`config.mk`:
```
export PLATFORM = sky130hd
export DESIGN_NAME = display_line_timing_status_unit
export DESIGN_NICKNAME = d
export VERILOG_FILES = /design/src/rtl/dlts_pkg.sv /design/src/rtl/display_line_timing_status_unit.sv /design/src/rtl/dlts_in_stage.sv /design/src/rtl/dlts_core.sv /design/src/rtl/dlts_out_stage.sv
export SDC_FILE = /design/constraint.sdc
export NUM_CORES = 1
export LEC_CHECK = 0
export BUFFER_PORTS_ARGS = -buffer_cell sky130_fd_sc_hd__buf_4
export CORE_MARGIN = 2
export CORE_UTILIZATION = 50
export CTS_CLUSTER_SIZE = 40
export DETAILED_ROUTE_END_ITERATION = 10
export HOLD_SLACK_MARGIN = 0.05
export PLACE_DENSITY = 0.72
export SYNTH_ARGS = -nofsm -noshare
export SYNTH_HDL_FRONTEND = slang
export SYNTH_SLANG_ARGS = --single-unit
export TNS_END_PERCENT = 20
```
`constraint.sdc`:
```
create_clock -name clk -period 9.3 [get_ports clk]
set_input_delay 0.93 -clock clk [delete_from_list [all_inputs] [get_ports clk]]
set_output_delay 0.93 -clock clk [all_outputs]
set_load 0.05 [all_outputs]
```
`src/rtl/dlts_pkg.sv`:
```
// ---------------------------------------------------------------------------
// Display line timing status package
// Shared constants, event codes and transaction layouts for the line timing
// and status unit.
// ---------------------------------------------------------------------------
package dlts_pkg;

	localparam int VISIBLE_LINES = 192;
	localparam int TOTAL_LINES   = 263;
	localparam int GX_LEAD       = 48;

	localparam int LINE_W   = 9;
	localparam int STATUS_W = 16;
	localparam int SKIP_W   = 4;
	localparam int SUM_W    = LINE_W + 1;

	// Status register bit positions.
	localparam int ST_VBLANK     = 0;
	localparam int ST_HBLANK     = 1;
	localparam int ST_MATCH      = 2;
	localparam int ST_VBLANK_IRQ = 3;
	localparam int ST_HBLANK_IRQ = 4;
	localparam int ST_MATCH_IRQ  = 5;
	localparam int ST_RO_W       = 3;
	localparam int ST_MATCH_LSB  = 8;

	typedef enum logic [1:0] {
		KIND_HBLANK = 2'd0,
		KIND_DRAW   = 2'd1,
		KIND_WRITE  = 2'd2,
		KIND_NONE   = 2'd3
	} kind_t;

	typedef struct packed {
		kind_t                kind;
		logic [STATUS_W-1:0]  write_value;
	} item_t;

	typedef struct packed {
		logic [4:0]          pad;
		logic                frame_start;
		logic                frame_post;
		logic                frame_finish;
		logic [LINE_W-1:0]   gx_line;
		logic                gx_valid;
		logic [LINE_W-1:0]   draw_line;
		logic                draw_valid;
		logic                irq_line_match;
		logic                irq_hblank;
		logic                irq_vblank;
		logic [LINE_W-1:0]   line;
		logic [STATUS_W-1:0] status;
	} result_t;

	localparam int RES_W = $bits(result_t);

endpackage

```
`src/rtl/display_line_timing_status_unit.sv`:
```
// ---------------------------------------------------------------------------
// Display line timing status unit
// Line counter, status register, interrupts and frame-skip gating of
// scanline draw requests, driven by hblank, draw-start and write events.
//
// Channel   Direction  Content
// s_axis    in         tuser: kind; tdata: write_value
// m_axis    out        tdata: status, line, irqs, draw and 3D requests, frame marks
// cfg       in         cfg_data: frames_to_skip
//
// One event can be accepted in every clock cycle while m_axis_tready is high.
// Its result passes through the input register, then the result register,
// before it is offered on m_axis. While a result waits for m_axis_tready,
// one more event can be taken into the input register; after that s_axis_tready
// follows m_axis_tready. The asynchronous reset clears all counters, the status
// register and the skip setting. The configuration channel is always ready.
// ---------------------------------------------------------------------------
module display_line_timing_status_unit (
	input  logic                         clk,
	input  logic                         arst_n,
	input  logic                         s_axis_tvalid,
	output logic                         s_axis_tready,
	input  logic [15:0]                  s_axis_tdata,  // [15:0] write_value
	input  logic [1:0]                   s_axis_tuser,  // [1:0] kind
	output logic                         m_axis_tvalid,
	input  logic                         m_axis_tready,
	// [15:0] status, [24:16] line, [25] irq_vblank, [26] irq_hblank,
	// [27] irq_line_match, [28] draw_valid, [37:29] draw_line, [38] gx_valid,
	// [47:39] gx_line, [48] frame_finish, [49] frame_post, [50] frame_start
	output logic [dlts_pkg::RES_W-1:0]   m_axis_tdata,
	input  logic                         cfg_valid,
	output logic                         cfg_ready,
	input  logic [dlts_pkg::SKIP_W-1:0]  cfg_data
);

	dlts_pkg::item_t   in_item, item_s1;
	dlts_pkg::result_t result_s1, result_s2;
	logic              valid_s1, advance;

	assign in_item.kind        = dlts_pkg::kind_t'(s_axis_tuser);
	assign in_item.write_value = s_axis_tdata;
	assign cfg_ready           = 1'b1;
	assign m_axis_tdata        = result_s2;

	dlts_in_stage u_in (
		.clk      (clk),
		.arst_n   (arst_n),
		.in_valid (s_axis_tvalid),
		.in_ready (s_axis_tready),
		.in_item  (in_item),
		.advance  (advance),
		.valid_s1 (valid_s1),
		.item_s1  (item_s1)
	);

	dlts_core u_core (
		.clk      (clk),
		.arst_n   (arst_n),
		.cfg_we   (cfg_valid && cfg_ready),
		.cfg_skip (cfg_data),
		.advance  (advance),
		.item     (item_s1),
		.result   (result_s1)
	);

	dlts_out_stage u_out (
		.clk       (clk),
		.arst_n    (arst_n),
		.valid_s1  (valid_s1),
		.result_s1 (result_s1),
		.advance   (advance),
		.out_valid (m_axis_tvalid),
		.out_ready (m_axis_tready),
		.result_s2 (result_s2)
	);

	a_line_in_range: assert property (@(posedge clk) disable iff (!arst_n)
		m_axis_tvalid |-> (result_s2.line < dlts_pkg::LINE_W'(dlts_pkg::TOTAL_LINES)))
		else $error("line counter out of range");

	a_draw_visible: assert property (@(posedge clk) disable iff (!arst_n)
		(m_axis_tvalid && result_s2.draw_valid)
		|-> (result_s2.draw_line < dlts_pkg::LINE_W'(dlts_pkg::VISIBLE_LINES)))
		else $error("draw request outside visible lines");

	a_post_with_finish: assert property (@(posedge clk) disable iff (!arst_n)
		m_axis_tvalid |-> (result_s2.frame_post == result_s2.frame_finish))
		else $error("frame post and frame finish disagree");

	a_irq_exclusive: assert property (@(posedge clk) disable iff (!arst_n)
		m_axis_tvalid |-> !(result_s2.irq_hblank
			&& (result_s2.irq_vblank || result_s2.irq_line_match)))
		else $error("hblank irq raised together with a draw-start irq");

endmodule

```
`src/rtl/dlts_in_stage.sv`:
```
// ---------------------------------------------------------------------------
// Input stage
// Registers one incoming event transaction and releases it when the core
// hands it on to the result register.
// ---------------------------------------------------------------------------
module dlts_in_stage (
	input  logic            clk,
	input  logic            arst_n,
	input  logic            in_valid,
	output logic            in_ready,
	input  dlts_pkg::item_t in_item,
	input  logic            advance,
	output logic            valid_s1,
	output dlts_pkg::item_t item_s1
);

	assign in_ready = !valid_s1 || advance;

	always_ff @(posedge clk or negedge arst_n) begin
		if (!arst_n) begin
			valid_s1 <= 1'b0;
		end else if (in_ready) begin
			valid_s1 <= in_valid;
		end
	end

	always_ff @(posedge clk) begin
		if (in_valid && in_ready) begin
			item_s1 <= in_item;
		end
	end

endmodule

```
`src/rtl/dlts_core.sv`:
```
// ---------------------------------------------------------------------------
// Line timing core
// Holds the line counter, status register, frame-skip counter and skip
// setting, and works out the result of one event in a single pass.
// ---------------------------------------------------------------------------
module dlts_core (
	input  logic                             clk,
	input  logic                             arst_n,
	input  logic                             cfg_we,
	input  logic [dlts_pkg::SKIP_W-1:0]      cfg_skip,
	input  logic                             advance,
	input  dlts_pkg::item_t                  item,
	output dlts_pkg::result_t                result
);

	logic [dlts_pkg::LINE_W-1:0]   line_q, line_n, line_inc;
	logic [dlts_pkg::STATUS_W-1:0] status_q, status_n;
	logic [dlts_pkg::SKIP_W-1:0]   skip_q, skip_n, frames_to_skip_q;
	logic [dlts_pkg::SUM_W-1:0]    lead_sum;
	logic                          skip_zero;

	assign lead_sum  = {1'b0, line_q} + dlts_pkg::SUM_W'(dlts_pkg::GX_LEAD);
	assign line_inc  = line_q + dlts_pkg::LINE_W'(1);
	assign skip_zero = (skip_q == '0);

	always_comb begin
		status_n = status_q;
		line_n   = line_q;
		skip_n   = skip_q;
		result   = '0;
		case (item.kind)
			dlts_pkg::KIND_HBLANK: begin
				status_n[dlts_pkg::ST_HBLANK] = 1'b1;
				if (skip_zero) begin
					if (line_q < dlts_pkg::LINE_W'(dlts_pkg::VISIBLE_LINES)) begin
						result.draw_valid = 1'b1;
						result.draw_line  = line_q;
					end
					if (lead_sum < dlts_pkg::SUM_W'(dlts_pkg::VISIBLE_LINES)) begin
						result.gx_valid = 1'b1;
						result.gx_line  = lead_sum[dlts_pkg::LINE_W-1:0];
					end else if (lead_sum >= dlts_pkg::SUM_W'(dlts_pkg::TOTAL_LINES)) begin
						result.gx_valid = 1'b1;
						result.gx_line  = dlts_pkg::LINE_W'(lead_sum
							- dlts_pkg::SUM_W'(dlts_pkg::TOTAL_LINES));
					end
				end
				result.irq_hblank = status_q[dlts_pkg::ST_HBLANK_IRQ];
			end
			dlts_pkg::KIND_DRAW: begin
				status_n[dlts_pkg::ST_HBLANK] = 1'b0;
				line_n = (line_inc >= dlts_pkg::LINE_W'(dlts_pkg::TOTAL_LINES)) ? '0 : line_inc;
				if (line_n == {1'b0, status_q[dlts_pkg::STATUS_W-1:dlts_pkg::ST_MATCH_LSB]})
				begin
					status_n[dlts_pkg::ST_MATCH] = 1'b1;
					result.irq_line_match = status_q[dlts_pkg::ST_MATCH_IRQ];
				end else begin
					status_n[dlts_pkg::ST_MATCH] = 1'b0;
				end
				result.frame_start = (line_n == '0);
				if (line_n == dlts_pkg::LINE_W'(dlts_pkg::VISIBLE_LINES)) begin
					status_n[dlts_pkg::ST_VBLANK] = 1'b1;
					result.frame_finish = skip_zero;
					result.frame_post   = skip_zero;
					result.irq_vblank   = status_q[dlts_pkg::ST_VBLANK_IRQ];
					skip_n = skip_zero ? frames_to_skip_q : skip_q - dlts_pkg::SKIP_W'(1);
				end else if (line_n == dlts_pkg::LINE_W'(dlts_pkg::TOTAL_LINES - 1)) begin
					status_n[dlts_pkg::ST_VBLANK] = 1'b0;
				end
			end
			dlts_pkg::KIND_WRITE: begin
				status_n = {item.write_value[dlts_pkg::STATUS_W-1:dlts_pkg::ST_RO_W],
					status_q[dlts_pkg::ST_RO_W-1:0]};
			end
			default: begin
			end
		endcase
		result.status = status_n;
		result.line   = line_n;
	end

	always_ff @(posedge clk or negedge arst_n) begin
		if (!arst_n) begin
			line_q           <= '0;
			status_q         <= '0;
			skip_q           <= '0;
			frames_to_skip_q <= '0;
		end else begin
			if (cfg_we) begin
				frames_to_skip_q <= cfg_skip;
			end
			if (advance) begin
				line_q   <= line_n;
				status_q <= status_n;
				skip_q   <= skip_n;
			end
		end
	end

endmodule

```
`src/rtl/dlts_out_stage.sv`:
```
// ---------------------------------------------------------------------------
// Result stage
// Holds one finished result transaction until the downstream side takes it.
// ---------------------------------------------------------------------------
module dlts_out_stage (
	input  logic              clk,
	input  logic              arst_n,
	input  logic              valid_s1,
	input  dlts_pkg::result_t result_s1,
	output logic              advance,
	output logic              out_valid,
	input  logic              out_ready,
	output dlts_pkg::result_t result_s2
);

	assign advance = valid_s1 && (!out_valid || out_ready);

	always_ff @(posedge clk or negedge arst_n) begin
		if (!arst_n) begin
			out_valid <= 1'b0;
		end else if (advance) begin
			out_valid <= 1'b1;
		end else if (out_ready) begin
			out_valid <= 1'b0;
		end
	end

	always_ff @(posedge clk) begin
		if (advance) begin
			result_s2 <= result_s1;
		end
	end

endmodule
```
=== Word level (Yosys, flattened, before mapping) ===
Index checks and enable logic that the tools add are counted.

* Register bits after elaboration: 103
* Latch bits: 0
* RAM bits: 0
* Memory bits (read-only): 0
* Bits of input ports: 27
* Output and inout port bits: 59
* Word-level logic and storage cells: 62
* Memories kept: 0

* $add $sub $neg: 4
* Multiply operators: 0
* Divide/modulo/power cells: 0
* Magnitude comparators: 4
* Equality and inequality tests: 5
* Shift-type cells: 0
* Mux-type cells: 15
* Bitwise logic cells: 0
* Reduce and logical (&&, ||, !) cells: 15

{| class="wikitable"
|+ Operator list
! kind !! number
|-
| $mux W10 || 2
|-
| $mux W9 || 2
|-
| $mux W13 || 1
|-
| $add A9 B6 Y10 const B || 1
|-
| $ge A10 B9 Y1 const B || 1
|-
| $lt A10 B8 Y1 const B || 1
|-
| $add A9 B1 Y9 const B || 1
|-
| $eq A9 B8 Y1 || 1
|-
| $eq A9 B8 Y1 const B || 1
|-
| $eq A9 B9 Y1 const B || 1
|-
| $ge A9 B9 Y1 const B || 1
|-
| $logic_not A9 Y1 || 1
|-
| $lt A9 B8 Y1 const B || 1
|-
| $sub A9 B9 Y9 const B || 1
|-
| $mux W1 || 8
|-
| $reduce_and A2 Y1 || 3
|-
| $reduce_and A3 Y1 || 2
|-
| $logic_not A4 Y1 || 1
|-
| $mux W4 || 1
|-
| $sub A4 B1 Y4 const B || 1
|-
| $eq A2 B1 Y1 const B || 1
|-
| $eq A2 B2 Y1 const B || 1
|-
| $logic_and A1 B1 Y1 || 2
|-
| $logic_not A1 Y1 || 2
|-
| other kinds (4) || 5
|}

=== Longest topological paths before layout ===
* Word-level depth: 7
* Mapped depth: 11
* Gate-level depth less buffers: 9

=== Modules after synthesis ===
From an unflattened synthesis, not the netlist that was laid out.

* Cells, all modules: 444
* Area total of the unflattened synthesis: 5,203.7 um2

{| class="wikitable"
|+ Modules (own cells, without submodules)
! module !! instances !! cells each !! area an instance (um2)
|-
| dlts_core || 1 || 360 || 2,872.8
|-
| dlts_out_stage || 1 || 60 || 1,725.4
|-
| dlts_in_stage || 1 || 22 || 594.3
|-
| display_line_timing_status_unit || 1 || 2 || 11.3
|}

=== Worst setup path before layout ===
No wires, ideal clock.

* Path type: input -> register
* Start point: in m_axis_tready
* End point: reg u_out.result_s2[0] (netlist name)
* Setup time: 0.434 ns
* Data arrival time: 3.181 ns
* Required time: 8.866 ns
* Path slack: 5.686 ns
* Stages: 5
* Path buffers: 2
* Cells stage by stage: nand2b_1 > nand2_1 > inv_1 > clkbuf_1 > clkbuf_1

* Cells in the longest elaborated chain, start to end: 2

{| class="wikitable"
|+ Ends and longest elaborated chain
! element !! RTL line !! source
|-
| from (decl) || display_line_timing_status_unit.sv:26 || <nowiki>input logic m_axis_tready,</nowiki>
|-
| $logic_or A1 B1 Y1 || dlts_out_stage.sv:16 || <nowiki>assign advance = valid_s1 && (!out_valid || out_ready);</nowiki>
|-
| $logic_and A1 B1 Y1 || dlts_out_stage.sv:16 ||
|-
| via advance || display_line_timing_status_unit.sv:38 || <nowiki>logic valid_s1, advance;</nowiki>
|}

The timed path passes the listed nets, and every way through them passes these cells.
A chain may end at the register's enable or synchronous reset.

=== Worst setup path in the final report ===
* Start point: reg u_core.line_q[0] in the netlist's numbering
* End point: reg u_out.result_s2[27] (netlist name)

* Cells in the longest elaborated chain, start to end: 5

{| class="wikitable"
|+ Ends and longest elaborated chain
! element !! RTL line !! source
|-
| from (decl) || dlts_core.sv:16 || <nowiki>logic [dlts_pkg::LINE_W-1:0] line_q, line_n, line_inc;</nowiki>
|-
| from (signal assigned) || dlts_core.sv:93 || <nowiki>line_q <= line_n;</nowiki>
|-
| $add A9 B1 Y9 * || dlts_core.sv:23 || <nowiki>assign line_inc = line_q + dlts_pkg::LINE_W'(1);</nowiki>
|-
| $ge A9 B9 Y1 || dlts_core.sv:52 || <nowiki>line_n = (line_inc >= dlts_pkg::LINE_W'(dlts_pkg::TOTAL_LINES)) ? '0 : line_inc;</nowiki>
|-
| $mux W9 * || dlts_core.sv:52 ||
|-
| $eq A9 B8 Y1 * || dlts_core.sv:53 || <nowiki>if (line_n == {1'b0, status_q[dlts_pkg::STATUS_W-1:dlts_pkg::ST_MATCH_LSB]})</nowiki>
|-
| $reduce_and A2 Y1 (no line) * || -- ||
|}

Mark *: on every way between the ends. The rest lies on a longest branch, timed or not.

==> flow_metrics.env <==
export IMPL_p_switching_w=0.000487
export IMPL_place_gp_congestion=0.831
export IMPL_die_w_um=103
export IMPL_crit_required_ns=9.52
export IMPL_track_usage=0.185
export IMPL_die_h_um=103
export IMPL_fin_crit_sh=0.368
export IMPL_placed_cells=623
export IMPL_dieArea_sq_mm=0.0107
export IMPL_core_rowCount=36
export IMPL_hold_path_class="flop to flop"
export IMPL_cts_reportedPaths_clkPinSlew_ns=0.10
export IMPL_fillerInstances=790
export IMPL_cts_tree="yes"
export IMPL_reg2regPathDepth=8
export IMPL_synth_compound_area_share=0.121
export IMPL_finalHoldViolations=0
export IMPL_slew_headroom=0.228
export IMPL_yosysTopAreaCell="edfxtp_1"
export IMPL_netlist_instances=442
export IMPL_grt_max_degree=38
export IMPL_post_cts_setup_buffer_count=0
export IMPL_root_buffer="clkbuf_8"
export IMPL_grt_first_pass_wirelength_mm=15.0
export IMPL_synth_main_ff_cell="edfxtp_1"
export IMPL_synthAdderAreaFrac=0.0178
export IMPL_cts_sinks=100
export IMPL_crit_buf_inv=0
export IMPL_crit_family="simple AND/OR/NAND/NOR gates"
export IMPL_syn_to_final_growth_pct=15.7
export IMPL_synthArstFlopShare=0.350
export IMPL_peakVddDrop_mv=0.142
export IMPL_synth_top_area_frac=0.396
export IMPL_grt_pass1_vias=3113
export IMPL_worst_slew_pin_slew_ns=1.16
export IMPL_dpl_hpwl_mm=6.47
export IMPL_drcViolationCount=0
export IMPL_drtIter0Drc=222
export IMPL_report_final_slew_viol_count=0
export IMPL_synth_most_common_cell="edfxtp_1"
export IMPL_regToRegEndpoint="u_out.result_s2[27]"
export IMPL_wirelength_mm=9.32
export IMPL_setup_tns_final_ns=0
export IMPL_firstDrtPassIters=5
export IMPL_critical_path_class="flop to flop"
export IMPL_rsz0062_at_grt="no"
export IMPL_outcome="completed"
export IMPL_cts_made_buffers=9
export IMPL_yosysWarnings=0
export IMPL_yosys_area_share_xor_xnor=0.0424
export IMPL_h_tree_depth=3
export IMPL_ys_seq_area_frac=0.574
export IMPL_viasPerCell=5.34
export IMPL_initial_utilization=0.509
export IMPL_synth_edf_count=65
export IMPL_p_leak_nw=2.33
export IMPL_yosys_area_share_simple=0.151
export IMPL_portBuffers=76
export IMPL_drive_above_1_share=0.240
export IMPL_cp_endpoint="u_out.result_s2[27]"
export IMPL_core_area_sq_mm=0.00968
export IMPL_critPathMaxStageDelay_ns=0.76
export IMPL_cpMaxStageDelayCell="xor2_1"
export IMPL_grt_antenna_before_repair=0
export IMPL_ant_nets=0
export IMPL_reg2reg_from="u_core.line_q[0]"
export IMPL_syn_area_sq_mm=0.00493
export IMPL_clk_path_buf_depth=2
export IMPL_crit_start="u_core.line_q[0]"
export IMPL_ys_types=57
export IMPL_setup_viol=0
export IMPL_clock_fmax_ghz=0.292
export IMPL_p_sw_frac=0.373
export IMPL_pwr_share_seq=0.471
export IMPL_ioPinCount=86
export IMPL_powerDensity_mw_per_mm2=229
export IMPL_rrSetupSlack_ns=5.88
export IMPL_path_max_fanout=14
export IMPL_crit_arrival_ns=3.65
export IMPL_nets=535
export IMPL_maxCapViolCount=0
export IMPL_synth_area_mux_share=0.0457
export IMPL_synth_commonest_cells="edfxtp_1 (65), nand2_1 (64), dfrtp_1 (35)"
export IMPL_cts_hold_buf=0
export IMPL_vias=3405
export IMPL_p_int_w=0.000819
export IMPL_critPathLaunchType="flop"
export IMPL_clkPwrFrac=0.211
export IMPL_crit_cells=8
export IMPL_avgRoutedWirePerCell_um=14.6
export IMPL_cp_end_kind="flop"
export IMPL_ys_ff_latch=100
export IMPL_cts_resized=0
export IMPL_num_antenna_cells=0
export IMPL_finClkSkew_ns=0.0142
export IMPL_min_period_ns=3.42
export IMPL_netlist_top_cells_area="edfxtp_1 (40%), dfrtp_1 (18%), nand2_1 (4.9%), mux2_2 (4.6%), xnor2_1 (2.5%)"
export IMPL_combPwrFrac=0.318
export IMPL_instances_no_fill=638
export IMPL_hold_path_depth=2
export IMPL_clk_latency_ns=0.37
export IMPL_synth_top_family_by_area="simple AND/OR/NAND/NOR gates"
export IMPL_grt_overflow_total=0
export IMPL_avgSynthCellArea_sq_um=11.2
export IMPL_path_cells="ha_1 > and4_4 > and3_1 > xor2_1 > a22oi_1 > a32oi_1 > nand4_1 > nor2_1"
[registers in the layout, summed over array words and instances (netlist names)]
register and cells:
u_in.item_s1 15, u_in.valid_s1 1, u_core.skip_q 4, u_out.out_valid 1
u_core.line_q 9, u_core.frames_to_skip_q 4, u_out.result_s2 50, u_core.status_q 16
[power by group through the flow]
stage	logic (W)	clock network [W]	registers, W
after floorplan	0.000278	0	0.000664
after global placement	0.000404	0	0.000621
after detailed placement	0.000412	0	0.000624
after CTS	0.000414	0.000281	0.000615
after global routing	0.000455	0.000299	0.000627
final	0.000415	0.000275	0.000616
[layout make-up]
class,instances,area [sq um],area share
clock inverters,6,72.6,0.0127
multi-input cells,301,1890,0.331
clock buffers,9,124,0.0217
inverters,12,45.0,0.00790
well taps,133,166,0.0292
flip-flops and latches,100,2830,0.496
repair buffers,77,578,0.101
[metal layers]
| layer | global-route usage | up-vias | part of all wire |
|---|---|---|---|
| li1 | - | 1676 | - |
| met1 | 0.253 | 1611 | 0.45 |
| met2 | 0.292 | 109 | 0.48 |
| met3 | 0.0363 | 9 | 0.056 |
| met4 | 0.0779 | 0 | 0.012 |
| met5 | 0 | - | 0 |
[layout by cell type, fill, tap and decap left out, types with 3 or more instances in the layout]
master      instances
clkinvlp_4          3
a211o_1             3
a22o_1              3
xor2_1              8
nand4_1             4
inv_1              10
and2_1             14
nor2_1             27
clkbuf_8            9
a21o_1              7
mux2_2             20
o31ai_1             7
edfxtp_1           65
o221ai_1            3
dfrtp_1            35
o21ai_0            24
conb_1              7
nand3_1             6
nand2_1            64
a21oi_1            16
xnor2_1            14
nor3_1             11
nor2b_1             3
a31oi_1             5
and3_1              3
ha_1                7
nand2b_1           10
buf_4              77
o22ai_1             3
[worst min-delay path by stage]
stage	end	start
after floorplan	u_core.status_q[6]	u_core.status_q[6]
after global placement	u_core.status_q[7]	u_core.status_q[7]
after detailed placement	u_core.status_q[7]	u_core.status_q[7]
after CTS	u_core.status_q[7]	u_core.status_q[7]
after global routing	u_core.frames_to_skip_q[2]	arst_n
final	u_core.status_q[7]	u_core.status_q[7]
[worst register-to-register path, stage by stage (launching register included)]
cell and delay [ns]:
dfrtp_1 0.64, ha_1 0.47, and4_4 0.32, and3_1 0.29
xor2_1 0.76, a22oi_1 0.23, a32oi_1 0.26, nand4_1 0.19
nor2_1 0.12
[stage by stage]
step           hold WS (ns)  utilization  instance area, sq um  total power, W  worst slack [ns]
5_1_grt               0.525        0.589                  5700         0.00138              5.61
3_5_place_dp          0.472        0.569                  5510         0.00104              5.85
6_report              0.494        0.589                  5700         0.00131              5.88
2_1_floorplan         0.442            -                  4950        0.000942              5.69
4_1_cts               0.496        0.589                  5700         0.00131              5.86
3_3_place_gp          0.455        0.569                  5510         0.00103              5.89
[logic make-up after synthesis]
group / Yosys count
and+or+nand+nor: 155
DFF: 100
AOI/OAI and AO/OA: 89
buffers and inverters: 46
xor gates and xnor gates: 23
muxes: 20
adders and majority gates: 7
other: 2
(Power assumes the default switching activity.)
